<file path="src/baps_pkg.sv">
// Package: shared constants, codes and types of the buzzer alert pattern sequencer.
`default_nettype none

package baps_pkg;

    localparam int TIME_BITS_DEF = 24;
    localparam int PT_W          = 18;
    localparam int CFG_IDX_W     = 3;
    localparam int CFG_DATA_W    = 16;

    localparam logic [CFG_IDX_W-1:0] CFG_TICK_MS          = 3'd0;
    localparam logic [CFG_IDX_W-1:0] CFG_SHORT_MS         = 3'd1;
    localparam logic [CFG_IDX_W-1:0] CFG_LONG_MS          = 3'd2;
    localparam logic [CFG_IDX_W-1:0] CFG_WARN_MS          = 3'd3;
    localparam logic [CFG_IDX_W-1:0] CFG_LOW_THRESHOLD_MV = 3'd4;

    localparam logic OP_TICK = 1'b0;
    localparam logic OP_KEY  = 1'b1;

    localparam logic [1:0] KEY_IDLE       = 2'd0;
    localparam logic [1:0] KEY_POWER_DOWN = 2'd1;
    localparam logic [1:0] KEY_POWER_UP   = 2'd2;

    localparam logic [PT_W-1:0] LONG_BEEP_EXTRA_MS = 18'd160;

    localparam logic [9:0]  TICK_MS_RST          = 10'd40;
    localparam logic [13:0] SHORT_MS_RST         = 14'd40;
    localparam logic [15:0] LONG_MS_RST          = 16'd1000;
    localparam logic [15:0] WARN_MS_RST          = 16'd200;
    localparam logic [15:0] LOW_THRESHOLD_MV_RST = 16'd10400;

    typedef struct packed {
        logic [9:0]  tick_ms;
        logic [13:0] short_ms;
        logic [15:0] long_ms;
        logic [15:0] warn_ms;
        logic [15:0] low_threshold_mv;
    } cfg_t;

    typedef struct packed {
        logic       prev_ok;
        logic       stable_ok;
        logic [1:0] key_mode;
        logic       ringing;
    } flags_t;

endpackage

`default_nettype wire

</file>
<file path="src/baps_step.sv">
// Next-state logic for one tick or key beat of the buzzer alert pattern sequencer.
`default_nettype none

module baps_step #(
    parameter int TIME_BITS = baps_pkg::TIME_BITS_DEF
) (
    input  baps_pkg::cfg_t         cfg,
    input  baps_pkg::flags_t       flags_cur,
    input  logic [TIME_BITS-1:0]   elapsed_cur,
    input  logic [TIME_BITS-1:0]   low_accum_cur,
    input  logic                   op,
    input  logic [15:0]            battery_mv,
    input  logic [1:0]             key_code,
    output baps_pkg::flags_t       flags_new,
    output logic [TIME_BITS-1:0]   elapsed_new,
    output logic [TIME_BITS-1:0]   low_accum_new
);
    import baps_pkg::*;

    function automatic logic [TIME_BITS-1:0] sat_add(
        input logic [TIME_BITS-1:0] a,
        input logic [9:0]           b
    );
        logic [TIME_BITS:0] s;
        s = (TIME_BITS+1)'(a) + (TIME_BITS+1)'(b);
        return s[TIME_BITS] ? {TIME_BITS{1'b1}} : s[TIME_BITS-1:0];
    endfunction

    function automatic logic hit(
        input logic [TIME_BITS-1:0] t,
        input logic [PT_W-1:0]      p
    );
        return t == TIME_BITS'(p);
    endfunction

    logic [PT_W-1:0] ti, s1, s2, s4;
    logic [PT_W-1:0] p0, p1, p2, p3, p4, p5, p_bat_end, p_down_end, p_up_end;

    assign ti         = PT_W'(cfg.tick_ms);
    assign s1         = PT_W'(cfg.short_ms);
    assign s2         = s1 << 1;
    assign s4         = s1 << 2;
    assign p0         = ti;
    assign p1         = s1 + ti;
    assign p2         = s2 + ti;
    assign p3         = s2 + s1 + ti;
    assign p4         = s4 + ti;
    assign p5         = s4 + s1 + ti;
    assign p_bat_end  = p5 + PT_W'(cfg.long_ms);
    assign p_down_end = p1 + LONG_BEEP_EXTRA_MS;
    assign p_up_end   = p3 + PT_W'(cfg.long_ms);

    always_comb begin
        logic                 ok;
        logic                 change;
        logic [TIME_BITS-1:0] el;
        logic [TIME_BITS-1:0] acc;
        flags_t               f;

        f   = flags_cur;
        el  = elapsed_cur;
        acc = low_accum_cur;
        ok  = battery_mv >= cfg.low_threshold_mv;
        change = ok != flags_cur.prev_ok;

        if (op == OP_KEY) begin
            if (f.stable_ok) begin
                f.ringing  = 1'b0;
                f.key_mode = key_code;
                el         = '0;
            end
        end else begin
            if (change) begin
                acc = '0;
                if (!ok) begin
                    el = '0;
                end else begin
                    f.ringing   = 1'b0;
                    f.stable_ok = 1'b1;
                end
            end
            f.prev_ok = ok;
            if (!ok) begin
                acc = sat_add(acc, cfg.tick_ms);
            end
            if (acc == TIME_BITS'(cfg.warn_ms)) begin
                el          = '0;
                f.stable_ok = 1'b0;
            end
            el = sat_add(el, cfg.tick_ms);

            if (!f.stable_ok) begin
                if (hit(el, p0)) f.ringing = 1'b1;
                else if (hit(el, p1)) f.ringing = 1'b0;
                else if (hit(el, p2)) f.ringing = 1'b1;
                else if (hit(el, p3)) f.ringing = 1'b0;
                else if (hit(el, p4)) f.ringing = 1'b1;
                else if (hit(el, p5)) f.ringing = 1'b0;
                else if (hit(el, p_bat_end)) begin
                    f.ringing = 1'b0;
                    el        = '0;
                end
            end else begin
                case (f.key_mode)
                    KEY_POWER_DOWN: begin
                        if (hit(el, p0)) f.ringing = 1'b1;
                        else if (hit(el, p_down_end)) begin
                            f.ringing  = 1'b0;
                            f.key_mode = KEY_IDLE;
                        end
                    end
                    KEY_POWER_UP: begin
                        if (hit(el, p0)) f.ringing = 1'b1;
                        else if (hit(el, p1)) f.ringing = 1'b0;
                        else if (hit(el, p2)) f.ringing = 1'b1;
                        else if (hit(el, p3)) f.ringing = 1'b0;
                        else if (hit(el, p_up_end)) begin
                            f.ringing  = 1'b0;
                            f.key_mode = KEY_IDLE;
                        end
                    end
                    default: begin
                        f.ringing = f.ringing;
                    end
                endcase
            end
        end

        flags_new     = f;
        elapsed_new   = el;
        low_accum_new = acc;
    end

endmodule

`default_nettype wire

</file>
<file path="src/buzzer_alert_pattern_sequencer_unit.sv">
// Top level of the buzzer alert pattern sequencer: handshake, registers and state.
//
// Input channel s_*: each beat is a tick (s_op low) carrying a battery sample in
// millivolts, or a key event (s_op high) carrying s_key_code. Every input beat
// yields exactly one result beat on m_*: the buzzer level and the stable-low flag.
// Configuration: cfg_wr_en, cfg_addr and cfg_wdata write one register per cycle;
// write only while no beat is in flight. Indexes beyond the list are ignored.
// A beat in the input register is processed into the output register when
// that is empty or m_ready is high. Throughput: one beat per cycle while m_ready
// holds, set by a single input register feeding one step of next-state logic
// into the output register. A held result does not block s_ready while the
// input register is empty; when the receiver stalls with both registers full,
// s_ready drops until m_ready returns. Reset clears all state to its idle values
// and loads the default register values; no beat is lost or repeated.
`default_nettype none

module buzzer_alert_pattern_sequencer_unit #(
    parameter int TIME_BITS = baps_pkg::TIME_BITS_DEF
) (
    input  logic                              aclk,
    input  logic                              aresetn,
    input  logic                              s_valid,
    output logic                              s_ready,
    input  logic                              s_op,
    input  logic [15:0]                       s_battery_mv,
    input  logic [1:0]                        s_key_code,
    output logic                              m_valid,
    input  logic                              m_ready,
    output logic                              m_buzzer_on,
    output logic                              m_battery_low,
    input  logic                              cfg_wr_en,
    input  logic [baps_pkg::CFG_IDX_W-1:0]    cfg_addr,
    input  logic [baps_pkg::CFG_DATA_W-1:0]   cfg_wdata
);
    import baps_pkg::*;

    cfg_t                 cfg_reg;
    flags_t               flags_reg, flags_next;
    logic [TIME_BITS-1:0] elapsed_reg, elapsed_next;
    logic [TIME_BITS-1:0] low_accum_reg, low_accum_next;

    logic        in_valid_reg;
    logic        in_op_reg;
    logic [15:0] in_mv_reg;
    logic [1:0]  in_key_reg;
    logic        out_valid_reg;
    logic        out_buzzer_reg;
    logic        out_low_reg;
    logic        fire;

    assign fire    = in_valid_reg && (!out_valid_reg || m_ready);
    assign s_ready = !in_valid_reg || fire;
    assign m_valid       = out_valid_reg;
    assign m_buzzer_on   = out_buzzer_reg;
    assign m_battery_low = out_low_reg;

    baps_step #(
        .TIME_BITS(TIME_BITS)
    ) u_step (
        .cfg          (cfg_reg),
        .flags_cur    (flags_reg),
        .elapsed_cur  (elapsed_reg),
        .low_accum_cur(low_accum_reg),
        .op           (in_op_reg),
        .battery_mv   (in_mv_reg),
        .key_code     (in_key_reg),
        .flags_new    (flags_next),
        .elapsed_new  (elapsed_next),
        .low_accum_new(low_accum_next)
    );

    // configuration registers
    always_ff @(posedge aclk) begin
        if (!aresetn) begin
            cfg_reg.tick_ms          <= TICK_MS_RST;
            cfg_reg.short_ms         <= SHORT_MS_RST;
            cfg_reg.long_ms          <= LONG_MS_RST;
            cfg_reg.warn_ms          <= WARN_MS_RST;
            cfg_reg.low_threshold_mv <= LOW_THRESHOLD_MV_RST;
        end else if (cfg_wr_en) begin
            unique case (cfg_addr)
                CFG_TICK_MS:          cfg_reg.tick_ms          <= cfg_wdata[9:0];
                CFG_SHORT_MS:         cfg_reg.short_ms         <= cfg_wdata[13:0];
                CFG_LONG_MS:          cfg_reg.long_ms          <= cfg_wdata;
                CFG_WARN_MS:          cfg_reg.warn_ms          <= cfg_wdata;
                CFG_LOW_THRESHOLD_MV: cfg_reg.low_threshold_mv <= cfg_wdata;
                default:              cfg_reg                  <= cfg_reg;
            endcase
        end
    end

    // input register
    always_ff @(posedge aclk) begin
        if (!aresetn) begin
            in_valid_reg <= 1'b0;
        end else if (s_ready) begin
            in_valid_reg <= s_valid;
        end
    end

    always_ff @(posedge aclk) begin
        if (s_ready && s_valid) begin
            in_op_reg  <= s_op;
            in_mv_reg  <= s_battery_mv;
            in_key_reg <= s_key_code;
        end
    end

    // block state and output register
    always_ff @(posedge aclk) begin
        if (!aresetn) begin
            flags_reg.prev_ok   <= 1'b1;
            flags_reg.stable_ok <= 1'b1;
            flags_reg.key_mode  <= KEY_IDLE;
            flags_reg.ringing   <= 1'b0;
            elapsed_reg         <= '0;
            low_accum_reg       <= '0;
            out_valid_reg       <= 1'b0;
        end else begin
            if (fire) begin
                flags_reg     <= flags_next;
                elapsed_reg   <= elapsed_next;
                low_accum_reg <= low_accum_next;
                out_valid_reg <= 1'b1;
            end else if (m_ready) begin
                out_valid_reg <= 1'b0;
            end
        end
    end

    always_ff @(posedge aclk) begin
        if (fire) begin
            out_buzzer_reg <= flags_next.ringing;
            out_low_reg    <= !flags_next.stable_ok;
        end
    end

endmodule

`default_nettype wire

</file>
<file path="config.mk">
export PLATFORM = sky130hd
export DESIGN_NAME = buzzer_alert_pattern_sequencer_unit
export DESIGN_NICKNAME = d
export VERILOG_FILES = /design/src/baps_pkg.sv /design/src/baps_step.sv /design/src/buzzer_alert_pattern_sequencer_unit.sv
export SDC_FILE = /design/constraint.sdc
export NUM_CORES = 1
export LEC_CHECK = 0
export ABC_CLOCK_PERIOD_IN_PS = 17000
export BUFFER_PORTS_ARGS = -buffer_cell sky130_fd_sc_hd__clkbuf_2
export CAP_MARGIN = 25
export CELL_PAD_IN_SITES_DETAIL_PLACEMENT = 1
export CELL_PAD_IN_SITES_GLOBAL_PLACEMENT = 2
export CORE_UTILIZATION = 39
export CTS_CLUSTER_SIZE = 25
export DETAILED_ROUTE_END_ITERATION = 16
export HOLD_SLACK_MARGIN = 0.15
export PLACE_DENSITY_LB_ADDON = 0.3
export SLEW_MARGIN = 25
export SYNTH_ARGS = -nofsm -noshare
export SYNTH_HDL_FRONTEND = slang
export SYNTH_SLANG_ARGS = --single-unit
</file>
<file path="constraint.sdc">
create_clock -name aclk -period 17 [get_ports aclk]
set_input_delay 1.7 -clock aclk [delete_from_list [all_inputs] [get_ports aclk]]
set_output_delay 1.7 -clock aclk [all_outputs]
set_load 0.05 [all_outputs]
</file>
==> results.cfg <==
[detailed_routing]
final_antenna_net_count = 0
dr.pass1.iters = 5
wl_per_cell_um = 26.9
drt_iter0_markers = 1583
routed_wl_mm = 82.4
vias = 19800
routed_via_density = 6.48
drc = 0

[synthesis]
synth_cells = 2467
syn-num-nets = 2657
synth_warnings = 0
async_flop_share_pct = 0
ys_seq_area_share_pct = 17.8
ys_ff_latch = 148
synth_flop_cell = dfxtp_1
syn_avg_cell_area_um2 = 7.24
synth-edff-count = 21
syn-cell-area_mm2 = 0.0179
synth_cell_types = 109

[layout]
largest_reg_flops = 72
drive_above_1_share_pct = 7.51
post-route-util_pct = 42.6
syn_to_final_growth_pct = 8.07
final_cell_mix = 344 x nand2_1, 167 x nor2_1, 161 x a21oi_1
diodes = 0
final_common_cell = nand2_1
nNetsFinal = 2639

[clock_tree]
clock_sinks = 148
cts_buffers = 17
cts_resized = 0
ctsHtreeMaxLevel = 4
cts_setup_buffers = 0
clock_path_buffers = 2
clk_latency_ns = 0.48
hold_buffers = 0
path_clk_slew_ns = 0.07
cts_tree = yes
cts_root_buf = clkbuf_16

[grt]
first_global_vias = 20000
grt_max_degree = 101
track_usage_pct = 35.2
antenna_found_initial = 0
grt_first_pass_wirelength_mm = 125
grt_overflow = 0

[setup_path]
setup.worst_path.end_class = register
start_kind = register
crit_path_max_incr_delay_ns = 0.83
crit_type = register to register
r2r_slack_ns = 3.23
cp_slowest_cell = nor2_2
worstPathRequired_ns = 17.42
cp.arrival_ns = 14.18
critical_path_peak_fanout = 48

[power_and_ir_drop]
p_comb_share_pct = 34.5
p_int_uw = 715
leakagePower_uw = 0.00776
power.net_switching_uw = 468
p_per_area_mw_per_mm2 = 61.3
p_sw_share_pct = 39.5
p_clk_share_pct = 33.8
ir_drop_uv = 105
seq_power_share_pct = 31.7

[timing]
rsz0062_at_grt = no
slew_violations = 0
final.period_utilization_pct = 81.0
finalHoldViolCount = 0
clock-skew-final_ns = 0.0128
setup-tns-final_ns = 0
relSlewSlack_pct = 32.4
setup_violations = 0
worst_pin_slew_ns = 1.00
fin_crit_ns = 13.77
hold_ws_ns = 0.470
max_freq_ghz = 0.0726
timing.final.ws_setup_ns = 3.23

[place]
preCtsSetupSlack_ns = 3.57
io_buffers = 46
gp_congestion = 0.983
hpwl_mm = 64.3

[min_path]
hold_path_class = register to register

[floorplan]
die_y_um = 216
core_area_mm2 = 0.0453
rows = 78
start_util_pct = 39.4
ios = 47
dieArea_mm2 = 0.0466
die_w_um = 216

[run_status]
outcome = finished clean

[job]
maxCapViolations = 0
## final timing paths
kind	start	to	depth (start not counted)
min	cfg_reg[2]$_SDFFE_PN0P_	cfg_reg[2]$_SDFFE_PN0P_	2
min reg2reg	cfg_reg[2]$_SDFFE_PN0P_	cfg_reg[2]$_SDFFE_PN0P_	2
max	in_mv_reg[15]$_DFFE_PP_	elapsed_reg[1]$_SDFFE_PN0P_	42
max reg2reg	in_mv_reg[15]$_DFFE_PP_	elapsed_reg[1]$_SDFFE_PN0P_	42
## per-stage QoR
stage / instances / power, uW / cell area (um^2)
finish: 3062 / 1180 / 19300
global route: 3062 / 1230 / 19300
CTS: 3062 / 1180 / 19300
detailed placement: 3030 / 779 / 18700
global placement: 3030 / 770 / 18700
floorplan: 2467 / 648 / 17900
## power groups by stage
stage	clock, uW	combinational (uW)	sequential [uW]
after floorplan	0	268	379
after global placement	0	388	383
after detailed placement	0	396	383
after CTS	408	398	375
after global routing	421	436	376
final	400	408	375
## synthesized netlist by cell type, types with 9 or more instances
cell type / n / area, um^2
a21boi_0: 76 / 571
a21o_1: 37 / 278
o21a_1: 20 / 150
nor4_1: 28 / 175
or3_1: 18 / 113
a22oi_1: 15 / 113
and4_1: 11 / 96.3
mux2i_1: 13 / 130
clkbuf_1: 101 / 379
edfxtp_1: 21 / 631
nor2b_1: 34 / 213
o211ai_1: 30 / 225
or2_2: 16 / 100
xor2_1: 51 / 447
nand2_1: 344 / 1290
nand2b_1: 24 / 150
o21bai_1: 28 / 210
nor3_1: 69 / 345
a21oi_1: 161 / 806
o221ai_1: 16 / 140
dfxtp_1: 127 / 2540
or4_1: 12 / 90.1
xnor2_1: 123 / 1080
buf_2: 14 / 70.1
inv_1: 106 / 398
o31ai_1: 15 / 113
fa_1: 10 / 200
and3_1: 53 / 332
nand4_1: 37 / 231
o21ai_0: 128 / 641
a31oi_1: 38 / 238
a211o_1: 11 / 96.3
a211oi_1: 25 / 188
a22o_1: 11 / 96.3
and2_1: 30 / 188
a221oi_1: 9 / 78.8
a311oi_1: 9 / 78.8
nand3_1: 93 / 465
o41ai_1: 10 / 87.6
nor2_1: 170 / 638
ha_1: 137 / 1710
o22ai_1: 14 / 87.6
## cell type report
| class | instances | area [um^2] |
|---|---|---|
| Sequential cell | 148 | 3170 |
| Clock buffer | 17 | 425 |
| Fill cell | 5751 | 26000 |
| Inverter | 106 | 398 |
| Tap cell | 600 | 751 |
| Multi-Input combinational cell | 2085 | 13800 |
| Clock inverter | 15 | 189 |
| Timing Repair Buffer | 91 | 571 |
## worst max-delay path: cells and delay by family, from the launching register on
family	cells	cell delay, ns
AO/OA/AOI/OAI	13	3.69
adder cells (fa/ha/maj)	7	1.89
buffers and inverters	4	0.98
flip-flops	1	0.38
AND/OR/NAND/NOR	18	6.72
## cells by family after synthesis
kind of cell / count (synthesis) / share of synthesized area, %
flops: 148 / 17.8
simple gates: 986 / 27.4
buf+inv: 234 / 5.19
fa+ha+maj: 149 / 10.8
compound gates: 760 / 29.4
mux: 16 / 0.918
xor+xnor: 174 / 8.54
## routing by layer
| metal | vias to the layer above | global-route usage, % | part of all wire [%] |
|---|---|---|---|
| met1 | 9838 | 43.7 | 42 |
| met2 | 712 | 59.2 | 47 |
| li1 | 9071 | - | - |
| met3 | 208 | 5.60 | 6.3 |
| met5 | - | 0 | 0 |
| met4 | 0 | 16.9 | 4.9 |
(Power assumes the default switching activity.)
